$ cat src/design/scpwm_pkg.sv
// Shared types, register map constants and helpers for the sixteen-channel
// PWM register device. No dependencies.
package scpwm_pkg;

  localparam int NUM_CHANNELS = 16;
  localparam int COUNT_BITS   = 12;
  localparam int CHAN_BYTES   = 64;
  localparam int CHAN_IDX_W   = $clog2(CHAN_BYTES);
  localparam int PWM_W        = 16;

  localparam logic [7:0] ADDR_MODE1    = 8'h00;
  localparam logic [7:0] ADDR_MODE2    = 8'h01;
  localparam logic [7:0] ADDR_LED_BASE = 8'h06;
  localparam logic [7:0] ADDR_LED_LAST = 8'(6 + CHAN_BYTES - 1);
  localparam logic [7:0] ADDR_PRESCALE = 8'hFE;

  localparam int BIT_SLEEP   = 4;
  localparam int BIT_AUTOINC = 5;
  localparam int BIT_RESTART = 7;
  localparam int BIT_INVRT   = 4;
  localparam int BIT_FULL    = 4;

  localparam logic [7:0] MODE2_MASK    = 8'h1F;
  localparam logic [7:0] PRESCALE_MIN  = 8'h03;
  localparam logic [7:0] MODE1_RESET   = 8'h11;
  localparam logic [7:0] MODE2_RESET   = 8'h04;
  localparam logic [7:0] PRESCALE_RESET = 8'h1E;
  localparam logic [7:0] OFF_H_RESET   = 8'h10;

  typedef enum logic [1:0] {
    ACT_ADDR  = 2'd0,
    ACT_WRITE = 2'd1,
    ACT_READ  = 2'd2,
    ACT_TICK  = 2'd3
  } action_t;

  typedef logic [CHAN_BYTES-1:0][7:0] chan_bytes_t;

  function automatic logic [7:0] chan_reset_val(input logic [CHAN_IDX_W-1:0] idx);
    return (idx[1:0] == 2'd3) ? OFF_H_RESET : 8'h00;
  endfunction

endpackage

$ cat src/design/sixteen_channel_pwm_register_device.sv
// Top level of the sixteen-channel PWM register device: bus register file,
// prescale divider, PWM counter and readback memory. Depends on scpwm_pkg, scpwm_level.
// An input beat passes through the input register and then the result register
// before its result beat can be taken.
// Throughput: one beat per cycle while the result side does not stall; the input
// register and result register are separated so a new beat is taken while a result waits.
// Reset is synchronous and loads the datasheet register defaults at once.
// There is no clearing pass; readback of unwritten channel bytes uses valid bits.
module sixteen_channel_pwm_register_device (
  input  logic                            clk,
  input  logic                            rst_n,
  input  logic                            in_valid,
  output logic                            in_stall,
  input  logic [1:0]                      in_action,
  input  logic [7:0]                      in_bus_byte,
  output logic                            out_valid,
  input  logic                            out_stall,
  output logic [7:0]                      out_read_data,
  output logic [scpwm_pkg::PWM_W-1:0]     out_pwm_out,
  output logic                            out_sleeping
);

  localparam int IW = scpwm_pkg::CHAN_IDX_W;
  localparam int CW = scpwm_pkg::COUNT_BITS;

  logic                              in_vld_r;
  scpwm_pkg::action_t                act_r;
  logic [7:0]                        byte_r;

  logic [7:0]                        ptr_r, ptr_nxt;
  logic [7:0]                        mode1_r, mode1_nxt;
  logic [7:0]                        mode2_r, mode2_nxt;
  logic [7:0]                        presc_r, presc_nxt;
  logic [7:0]                        div_r, div_nxt;
  logic [scpwm_pkg::COUNT_BITS-1:0]  cnt_r, cnt_nxt;
  scpwm_pkg::chan_bytes_t            chan_r, chan_nxt;

  logic [7:0]                        mem [scpwm_pkg::CHAN_BYTES];
  logic [scpwm_pkg::CHAN_BYTES-1:0]  mvld_r;
  logic [7:0]                        rd_mem_r;
  logic                              rd_vld_r;
  logic                              rd_byp_r;
  logic [7:0]                        rd_wdata_r;

  logic                              out_vld_r;
  logic [7:0]                        out_rd_r;
  logic [scpwm_pkg::PWM_W-1:0]       out_pwm_r;
  logic                              out_sleep_r;

  logic                              adv;
  logic                              go;
  logic                              is_chan;
  logic [7:0]                        ptr_off;
  logic [IW-1:0]                     widx;
  logic                              we;
  logic [7:0]                        nxt_off;
  logic [IW-1:0]                     ridx;
  logic [7:0]                        chan_rd;
  logic [7:0]                        rd_val;
  logic [scpwm_pkg::PWM_W-1:0]       pwm_nxt;

  assign adv      = !out_vld_r || !out_stall;
  assign in_stall = in_vld_r && !adv;
  assign go       = in_vld_r && adv;

  assign is_chan = (ptr_r >= scpwm_pkg::ADDR_LED_BASE) && (ptr_r <= scpwm_pkg::ADDR_LED_LAST);
  assign ptr_off = ptr_r - scpwm_pkg::ADDR_LED_BASE;
  assign widx    = ptr_off[IW-1:0];
  assign we      = go && (act_r == scpwm_pkg::ACT_WRITE) && is_chan;
  assign nxt_off = ptr_nxt - scpwm_pkg::ADDR_LED_BASE;
  assign ridx    = nxt_off[IW-1:0];

  always_comb begin
    if (rd_byp_r) begin
      chan_rd = rd_wdata_r;
    end else if (rd_vld_r) begin
      chan_rd = rd_mem_r;
    end else begin
      chan_rd = scpwm_pkg::chan_reset_val(widx);
    end
    if (ptr_r == scpwm_pkg::ADDR_MODE1) begin
      rd_val = mode1_r;
    end else if (ptr_r == scpwm_pkg::ADDR_MODE2) begin
      rd_val = mode2_r;
    end else if (ptr_r == scpwm_pkg::ADDR_PRESCALE) begin
      rd_val = presc_r;
    end else if (is_chan) begin
      rd_val = chan_rd;
    end else begin
      rd_val = 8'h00;
    end
  end

  always_comb begin
    ptr_nxt   = ptr_r;
    mode1_nxt = mode1_r;
    mode2_nxt = mode2_r;
    presc_nxt = presc_r;
    div_nxt   = div_r;
    cnt_nxt   = cnt_r;
    chan_nxt  = chan_r;
    if (go) begin
      case (act_r)
        scpwm_pkg::ACT_ADDR: begin
          ptr_nxt = byte_r;
        end
        scpwm_pkg::ACT_WRITE, scpwm_pkg::ACT_READ: begin
          if (act_r == scpwm_pkg::ACT_WRITE) begin
            if (ptr_r == scpwm_pkg::ADDR_MODE1) begin
              mode1_nxt = byte_r;
              mode1_nxt[scpwm_pkg::BIT_RESTART] = 1'b0;
            end else if (ptr_r == scpwm_pkg::ADDR_MODE2) begin
              mode2_nxt = byte_r & scpwm_pkg::MODE2_MASK;
            end else if (ptr_r == scpwm_pkg::ADDR_PRESCALE) begin
              if (mode1_r[scpwm_pkg::BIT_SLEEP]) begin
                presc_nxt = (byte_r < scpwm_pkg::PRESCALE_MIN) ? scpwm_pkg::PRESCALE_MIN
                                                                : byte_r;
              end
            end else if (is_chan) begin
              chan_nxt[widx] = byte_r;
            end
          end
          if (mode1_nxt[scpwm_pkg::BIT_AUTOINC]) begin
            ptr_nxt = (ptr_r == scpwm_pkg::ADDR_LED_LAST) ? scpwm_pkg::ADDR_MODE1
                                                          : ptr_r + 8'd1;
          end
        end
        scpwm_pkg::ACT_TICK: begin
          if (!mode1_r[scpwm_pkg::BIT_SLEEP]) begin
            if (div_r >= presc_r) begin
              div_nxt = 8'h00;
              cnt_nxt = cnt_r + CW'(1);
            end else begin
              div_nxt = div_r + 8'd1;
            end
          end
        end
        default: begin
          ptr_nxt = ptr_r;
        end
      endcase
    end
  end

  scpwm_level u_level (
    .chan   (chan_nxt),
    .cnt    (cnt_nxt),
    .invert (mode2_nxt[scpwm_pkg::BIT_INVRT]),
    .pwm    (pwm_nxt)
  );

  always_ff @(posedge clk) begin
    if (!rst_n) begin
      in_vld_r  <= 1'b0;
      out_vld_r <= 1'b0;
      ptr_r     <= 8'h00;
      mode1_r   <= scpwm_pkg::MODE1_RESET;
      mode2_r   <= scpwm_pkg::MODE2_RESET;
      presc_r   <= scpwm_pkg::PRESCALE_RESET;
      div_r     <= 8'h00;
      cnt_r     <= '0;
      for (int i = 0; i < scpwm_pkg::CHAN_BYTES; i++) begin
        chan_r[i] <= scpwm_pkg::chan_reset_val(IW'(i));
      end
      mvld_r    <= '0;
      rd_vld_r  <= 1'b0;
      rd_byp_r  <= 1'b0;
    end else begin
      in_vld_r  <= in_stall ? 1'b1 : in_valid;
      if (adv) begin
        out_vld_r <= go;
      end
      ptr_r     <= ptr_nxt;
      mode1_r   <= mode1_nxt;
      mode2_r   <= mode2_nxt;
      presc_r   <= presc_nxt;
      div_r     <= div_nxt;
      cnt_r     <= cnt_nxt;
      chan_r    <= chan_nxt;
      if (we) begin
        mvld_r[widx] <= 1'b1;
      end
      rd_vld_r  <= mvld_r[ridx];
      rd_byp_r  <= we && (widx == ridx);
    end
  end

  always_ff @(posedge clk) begin
    if (!in_stall && in_valid) begin
      act_r  <= scpwm_pkg::action_t'(in_action);
      byte_r <= in_bus_byte;
    end
    if (go) begin
      out_rd_r    <= (act_r == scpwm_pkg::ACT_READ) ? rd_val : 8'h00;
      out_pwm_r   <= pwm_nxt;
      out_sleep_r <= mode1_nxt[scpwm_pkg::BIT_SLEEP];
    end
  end

  always_ff @(posedge clk) begin
    if (we) begin
      mem[widx] <= byte_r;
    end
    rd_mem_r   <= mem[ridx];
    rd_wdata_r <= byte_r;
  end

  assign out_valid     = out_vld_r;
  assign out_read_data = out_rd_r;
  assign out_pwm_out   = out_pwm_r;
  assign out_sleeping  = out_sleep_r;

  a_restart_clear: assert property (@(posedge clk) disable iff (!rst_n)
    !mode1_r[scpwm_pkg::BIT_RESTART])
    else $error("MODE1 restart bit stored as one");

  a_prescale_min: assert property (@(posedge clk) disable iff (!rst_n)
    presc_r >= scpwm_pkg::PRESCALE_MIN)
    else $error("prescaler below minimum");

  a_sleep_holds_count: assert property (@(posedge clk) disable iff (!rst_n)
    mode1_r[scpwm_pkg::BIT_SLEEP] |=> $stable(cnt_r) && $stable(div_r))
    else $error("counter moved while asleep");

  a_stall_only_when_full: assert property (@(posedge clk) disable iff (!rst_n)
    in_stall |-> out_vld_r && out_stall && in_vld_r)
    else $error("input stalled with room in the result register");

endmodule

$ cat src/design/scpwm_level.sv
// Per-channel output level: on/off window compare, full-on/full-off and inversion.
// Depends on scpwm_pkg.
module scpwm_level (
  input  scpwm_pkg::chan_bytes_t               chan,
  input  logic [scpwm_pkg::COUNT_BITS-1:0]     cnt,
  input  logic                                 invert,
  output logic [scpwm_pkg::PWM_W-1:0]          pwm
);

  function automatic logic chan_level(input logic [7:0] on_l, input logic [7:0] on_h,
                                      input logic [7:0] off_l, input logic [7:0] off_h,
                                      input logic [scpwm_pkg::COUNT_BITS-1:0] c);
    logic [15:0] on_w;
    logic [15:0] off_w;
    logic [scpwm_pkg::COUNT_BITS-1:0] on_v;
    logic [scpwm_pkg::COUNT_BITS-1:0] off_v;
    logic lvl;
    on_w  = {4'h0, on_h[3:0], on_l};
    off_w = {4'h0, off_h[3:0], off_l};
    on_v  = on_w[scpwm_pkg::COUNT_BITS-1:0];
    off_v = off_w[scpwm_pkg::COUNT_BITS-1:0];
    if (off_h[scpwm_pkg::BIT_FULL]) begin
      lvl = 1'b0;
    end else if (on_h[scpwm_pkg::BIT_FULL]) begin
      lvl = 1'b1;
    end else if (on_v < off_v) begin
      lvl = (c >= on_v) && (c < off_v);
    end else if (on_v > off_v) begin
      lvl = (c >= on_v) || (c < off_v);
    end else begin
      lvl = 1'b0;
    end
    return lvl;
  endfunction

  always_comb begin
    pwm = '0;
    for (int n = 0; n < scpwm_pkg::NUM_CHANNELS; n++) begin
      pwm[n] = invert ^ chan_level(chan[4*n], chan[4*n+1], chan[4*n+2], chan[4*n+3], cnt);
    end
  end

endmodule

$ cat config.mk
export PLATFORM = sky130hd
export DESIGN_NAME = sixteen_channel_pwm_register_device
export DESIGN_NICKNAME = d
export VERILOG_FILES = /design/src/design/scpwm_pkg.sv /design/src/design/sixteen_channel_pwm_register_device.sv /design/src/design/scpwm_level.sv
export SDC_FILE = /design/constraint.sdc
export NUM_CORES = 2
export LEC_CHECK = 0
export BUFFER_PORTS_ARGS = -buffer_cell sky130_fd_sc_hd__buf_2
export CAP_MARGIN = 10
export CORE_MARGIN = 1
export CORE_UTILIZATION = 25
export DETAILED_ROUTE_END_ITERATION = 8
export PLACE_DENSITY = 0.51
export SYNTH_ARGS = -nofsm -noshare
export SYNTH_HDL_FRONTEND = slang
export SYNTH_HIERARCHICAL = 1
export SYNTH_SLANG_ARGS = --single-unit
$ cat constraint.sdc
create_clock -name clk -period 6.28 [get_ports clk]
set_input_delay 0.628 -clock clk [delete_from_list [all_inputs] [get_ports clk]]
set_output_delay 0.628 -clock clk [all_outputs]
set_load 0.1 [all_outputs]
# [After elaboration in Yosys (flattened, before gate mapping)]
# Memory sizes are Yosys's and may differ from the RTL's. A register that Yosys moved wholly into a read port is not among the register bits.
# Cells that the tools add are included.
[op_classes] addsub=5 magnitude_cmp=71 n_eq_ne=10 muxes=109 bitwise=21 reduce_logical=54
[ops] operator="two-way mux 509 bit" n=7
[ops] operator="bitwise mux 512 bit" n=1
[ops] operator="< comparator 12 bit" n=32
[ops] operator=">= comparator 12 bit" n=16
[ops] operator="greater-than comparator 12 bit" n=16
[ops] operator="two-way mux 8 bit" n=16
[ops] operator="two-way mux 1 bit" n=69
[ops] operator="bitwise OR 64 bit" n=1
[ops] operator="demux 8 bit (select 6 bit)" n=1
[ops] operator="two-way mux 12 bit" n=4
[ops] operator="two-way mux 5 bit" n=8
[ops] operator="logical AND 1 bit" n=24
[ops] operator="logical OR 1 bit" n=17
[ops] operator="adder 8 x 1 -> 8 bit (second input constant)" n=2
[ops] operator="one-hot mux 8 bit (2 select lines)" n=1
[ops] operator="XOR 1 bit" n=16
[ops] operator="< comparator 6 x 7 -> 1 bit (second input constant)" n=2
[ops] operator="AND reduction 7 bit" n=2
[ops] operator="adder 12 x 1 -> 12 bit (second input constant)" n=1
[ops] operator="subtractor 6 x 3 -> 6 bit (second input constant)" n=2
[ops] operator="equality test 8 x 1 -> 1 bit (second input constant)" n=1
[ops] operator="equality test 8 x 7 -> 1 bit (second input constant)" n=1
[ops] operator="equality test 8 bit (second input constant)" n=1
[ops] operator=">= comparator 8 x 3 -> 1 bit (second input constant)" n=1
[ops] operator="other kinds (19)" n=28
[word_totals] regBits=672 ram_bits=512 in_bits=14 elab_cells=387 n_memories=1
[memory_table] memory="mem" depth=64 word_bits=8 read_ports=1 rd_clocked_by_memory_dff=1 write_ports=1 line="sixteen_channel_pwm_register_device.sv:38" rtl="logic [7:0] mem [scpwm_pkg::CHAN_BYTES];"

# [Depth between registers and ports, before layout]
[depth] word_depth=20 ltp_mapped=23 mapped_depth_nobuf=21

# [Hierarchy]
# Netlist, hierarchy kept.
[by_module_without_submodules] mod="sixteen_channel_pwm_register_device" instances=1 cells_each=4007 area_each_um2=47697.0 seq_area_each_um2=29318.1
[by_module_without_submodules] mod="scpwm_level" instances=1 cells_each=1835 area_each_um2=13829.5 seq_area_each_um2=0.0

# [Worst setup path before layout]
# OpenSTA, ideal clock, no wires.
[synth_path] path_kind="flip-flop to flip-flop" startpoint="register div_r[0]" endpoint="register out_pwm_r (netlist bit out_pwm_out[3]) (data pin)" t_arrival_ns=5.546 slack_ns=0.469 stages_incl_launch_ff=21 path_buffers=1 synth_period_minus_slack_ns=5.811 cell_sequence="dfxtp_1 inv_1 ha_1 nand2b_1 a21o_1 a21o_1 a21o_1 a21o_1 a21o_1 a21o_1 a21oi_1 clkbuf_1 nor3_1 xor2_1 ha_1 a211o_1 a2111oi_2 a21oi_1 nor4_1 nor3_2 xnor2_1"
[synth_between] elab_chain_len=12 elab_cells_between_ends=14 cone_classes="order compare (3); mux (8); bitwise (1); reduce/logical (2)"
[synth_rtl] element="start: declaration" line="sixteen_channel_pwm_register_device.sv:34" rtl="logic [7:0] div_r, div_nxt;"
[synth_rtl] element="start signal: assignment" line="sixteen_channel_pwm_register_device.sv:177" rtl="div_r <= div_nxt;"
[synth_rtl] element=">= comparator 8 bit (*)" line="sixteen_channel_pwm_register_device.sv:130" rtl="if (div_r >= presc_r) begin"
[synth_rtl] element="two-way mux 12 bit (*)" line="sixteen_channel_pwm_register_device.sv:130"
[synth_rtl] element="two-way mux 12 bit (*)" line="sixteen_channel_pwm_register_device.sv:129" rtl="if (!mode1_r[scpwm_pkg::BIT_SLEEP]) begin"
[synth_rtl] element="two-way mux 12 bit (*)" line="sixteen_channel_pwm_register_device.sv:103" rtl="case (act_r)"
[synth_rtl] element="two-way mux 12 bit (*)" line="sixteen_channel_pwm_register_device.sv:102" rtl="if (go) begin"
[synth_rtl] element="net cnt_nxt (one bit)" line="sixteen_channel_pwm_register_device.sv:35" rtl="logic [scpwm_pkg::COUNT_BITS-1:0] cnt_r, cnt_nxt;"
[synth_rtl] element=">= comparator 12 bit or < comparator 12 bit (tied branches)" line="scpwm_level.sv:27, scpwm_level.sv:29"
[synth_rtl] element="logical OR 1 bit" line="scpwm_level.sv:29" rtl="lvl = (c >= on_v) || (c < off_v);"
[synth_rtl] element="two-way mux 1 bit" line="scpwm_level.sv:28" rtl="end else if (on_v > off_v) begin"
[synth_rtl] element="two-way mux 1 bit (*)" line="scpwm_level.sv:26" rtl="end else if (on_v < off_v) begin"
[synth_rtl] element="two-way mux 1 bit (*)" line="scpwm_level.sv:24" rtl="end else if (on_h[scpwm_pkg::BIT_FULL]) begin"
[synth_rtl] element="two-way mux 1 bit (*)" line="scpwm_level.sv:22" rtl="if (off_h[scpwm_pkg::BIT_FULL]) begin"
[synth_rtl] element="XOR 1 bit (*)" line="scpwm_level.sv:39" rtl="pwm[n] = invert ^ chan_level(chan[4*n], chan[4*n+1], chan[4*n+2], chan[4*n+3], cnt);"
[synth_rtl] element="net pwm_nxt (one bit)" line="sixteen_channel_pwm_register_device.sv:60" rtl="logic [scpwm_pkg::PWM_W-1:0] pwm_nxt;"
[synth_rtl] element="end signal: assignment" line="sixteen_channel_pwm_register_device.sv:195" rtl="out_pwm_r <= pwm_nxt;"
[synth_rtl] element="end: declaration" line="sixteen_channel_pwm_register_device.sv:47" rtl="logic [scpwm_pkg::PWM_W-1:0] out_pwm_r;"
# The timed path passes the listed nets; every way through them passes the cells marked *.
# A chain may end at the register's enable or synchronous reset.

==> run_results.csv <==
group,metric,value,unit
status,status,"finished, final reports clean",
setup_path,path_class,"reg2reg",
placement,place_inst,8456,
sta,fmax,0.172,GHz
floorplanning,dieWidth,483,um
global_route,overflow,0,
setup_path,crit_fanout,13,
finish,fill_cells,23800,
sta,tightestPinTransition,1310,ps
sta,holdWs,61.6,ps
clock_tree,cts_buffer_depth,3,
logic_synthesis,syn_nets,6149,
sta,setup_tns,0,ps
setup_path,cp-start-kind,"flip-flop",
detailed_routing,drcViolationCount,0,
clock_tree,cts_resized,0,
pwr,p_leak,25.9,nW
setup_path,worst-endpoint-required,6750,ps
detailed_routing,ant_nets,0,
run,drv_cap,0,
logic_synthesis,synth.avg_cell_area,10.4,um2
floorplanning,die_h,483,um
finish,areaGrowthSynthToFinish,14.3,%
clock_tree,cts_num_sinks,1095,
sta,final-setup-viol-count,0,
clock_tree,cts_setup_buffers,0,
detailed_routing,routedWlPerCell,19.8,um
detailed_routing,firstDrtPassIters,6,
logic_synthesis,postSynthCellCount,5552,
global_route,antenna_found_initial,3,
global_route,grt_start_max_net_pins,178,
sta,slew_viol_final,0,
detailed_routing,wl,172,mm
setup_path,cp_slowest_cell,"nor2_1",
sta,min_period,5800,ps
setup_path,cp-end-kind,"flip-flop",
sta,hold_viol,0,
clock_tree,cts_tree,"done",
setup_path,crit_chain,"ha_1 > nor3_1 > xor2_1 > buf_4 > nand2_1 > nor2_1 > nand2_1 > mux2_2 > inv_1 > ha_1 > nor2b_1 > o21ai_0 > a21boi_1 > a2111o_1 > mux2i_1 > o41ai_1 > xnor2_1",
placement,place_congestion,0.860,
detailed_routing,drt-initial-drc-count,2917,
finish,regArea,0.0274,mm2
detailed_routing,vias,41100,
min_path,hold_path.class,"in2reg",
sta,fin_skew,59.0,ps
detailed_routing,vias_per_cell,4.73,
global_route,grt_pass1_vias,40700,
clock_tree,clock_latency,790,ps
global_route,grt_pass1_wl,260,mm
floorplanning,core_area,0.230,mm2
global_route,grt_util_all_layers,14.5,%
pwr,peakVddDrop,235,uV
logic_synthesis,syn_area,0.0579,mm2
clock_tree,cts_root_buffer,"clkbuf_16",
logic_synthesis,ys_warn_count,6,
finish,drive_above_1_share,15.0,%
floorplanning,initial_utilization,25.2,%
pwr,pwr_density_cell,236,mW/mm2
setup_path,slowest_delay,780,ps
floorplanning,dieArea,0.234,mm2
placement,dpl.hpwl,110,mm
finish,fin_nets,6154,
clock_tree,htree_levels,3,
floorplanning,io_pins,41,
sta,finalCritPeriodShare,92.3,%
clock_tree,cts_made_buffers,118,
setup_path,r2r_cells,17,
clock_tree,clk_pin_slew_worst_paths,70,ps
setup_path,arrival,6270,ps
min_path,hold_depth,1,
placement,io_buffer_count,40,
floorplanning,rows,176,
finish,fin_cells,8690,
sta,rsz0062_at_grt,"false",
sta,relSlewSlack,12.3,%
finish,multiInputGateArea,0.0281,mm2
-- repair_timing --
| action | 4_1_cts | 5_1_grt |
|---|---|---|
| hold endpoints to repair | 7 | 0 |
| setup endpoints to repair | 0 | 0 |
| hold buffers | 7 | 0 |
-- power by group --
part,internal (mW),total [mW],switching (mW)
Clock,4.18,7.29,3.11
Combinational,0.180,0.793,0.613
Sequential,7.53,7.56,0.0325
Total,11.9,15.6,3.75
-- cell usage in the layout, fill, tap and decap left out, drive strengths merged, types with 27 or more instances in the layout --
master,n
nor2b,35
nand4,71
a21o,59
nand2b,38
and2,420
nand3,257
inv,412
a31oi,69
dfxtp,548
clkbuf,165
clkinv,44
nor2,284
mux2,417
edfxtp,547
a21oi,275
mux2i,32
o21a,35
buf,143
o21ai,96
a221oi,48
ha,583
xnor2,27
and3,51
nand2,611
nor3,40
-- worst max-delay path, delay by kind of cell (launching register included) --
kind | cells | cell delay [ps]
buffers and inverters | 2 | 320
DFF | 1 | 620
muxes | 2 | 560
and+or+nand+nor | 5 | 1710
xor gates and xnor gates | 2 | 550
adders and majority gates | 2 | 670
AOI/OAI and AO/OA | 4 | 1040
-- path summary, 6_finish.rpt --
| check | from | to | slack [ps] |
|---|---|---|---|
| setup / recovery | ptr_r[2] | out_pwm_out[9] | 480 |
| setup reg to reg | ptr_r[2] | out_pwm_out[9] | 480 |
| hold reg to reg | mvld_r[50] | mvld_r[50] | 460 |
| hold / removal | in_bus_byte[0] | byte_r[0] | 60 |
-- through the flow --
| stage | setup slack, ps | total power [mW] | instance area [um2] | util (%) |
|---|---|---|---|---|
| 4_1_cts | 495 | 15.8 | 66200 | 28.8 |
| 6_report | 481 | 15.6 | 66200 | 28.8 |
| 3_3_place_gp | 463 | 8.51 | 62000 | 27.0 |
| 5_1_grt | 231 | 16.1 | 66200 | 28.8 |
| 3_5_place_dp | 466 | 8.51 | 62100 | 27.0 |
| 2_1_floorplan | 469 | 8.15 | 57900 | - |
-- metal layers --
| layer | GRT usage [%] | share of wire, % | up-vias |
|---|---|---|---|
| met5 | 0 | 0 | - |
| met4 | 3.89 | 2.4 | 0 |
| met3 | 1.93 | 4.3 | 209 |
| met2 | 23.7 | 46 | 878 |
| met1 | 19.8 | 47 | 20200 |
| li1 | - | - | 19800 |
-- layout make-up --
type                       count  share of cell area (%)
multi-input combinational   3782                    42.5
sequential                  1095                    41.4
tap                         3026                    5.72
clock buffer                 165                    5.05
inverter                     410                    2.33
timing repair buffer         150                    1.95
clock inverter                59                    1.08
antenna                        3                  0.0113
-- flip-flops by register name, indices dropped and copies added (netlist names), 12 cells and up --
name / flops
mem: 512
chan_r: 416
mvld_r: 64
out_pwm_out: 16
cnt_r: 12
Power figures use the tool's default switching activity.
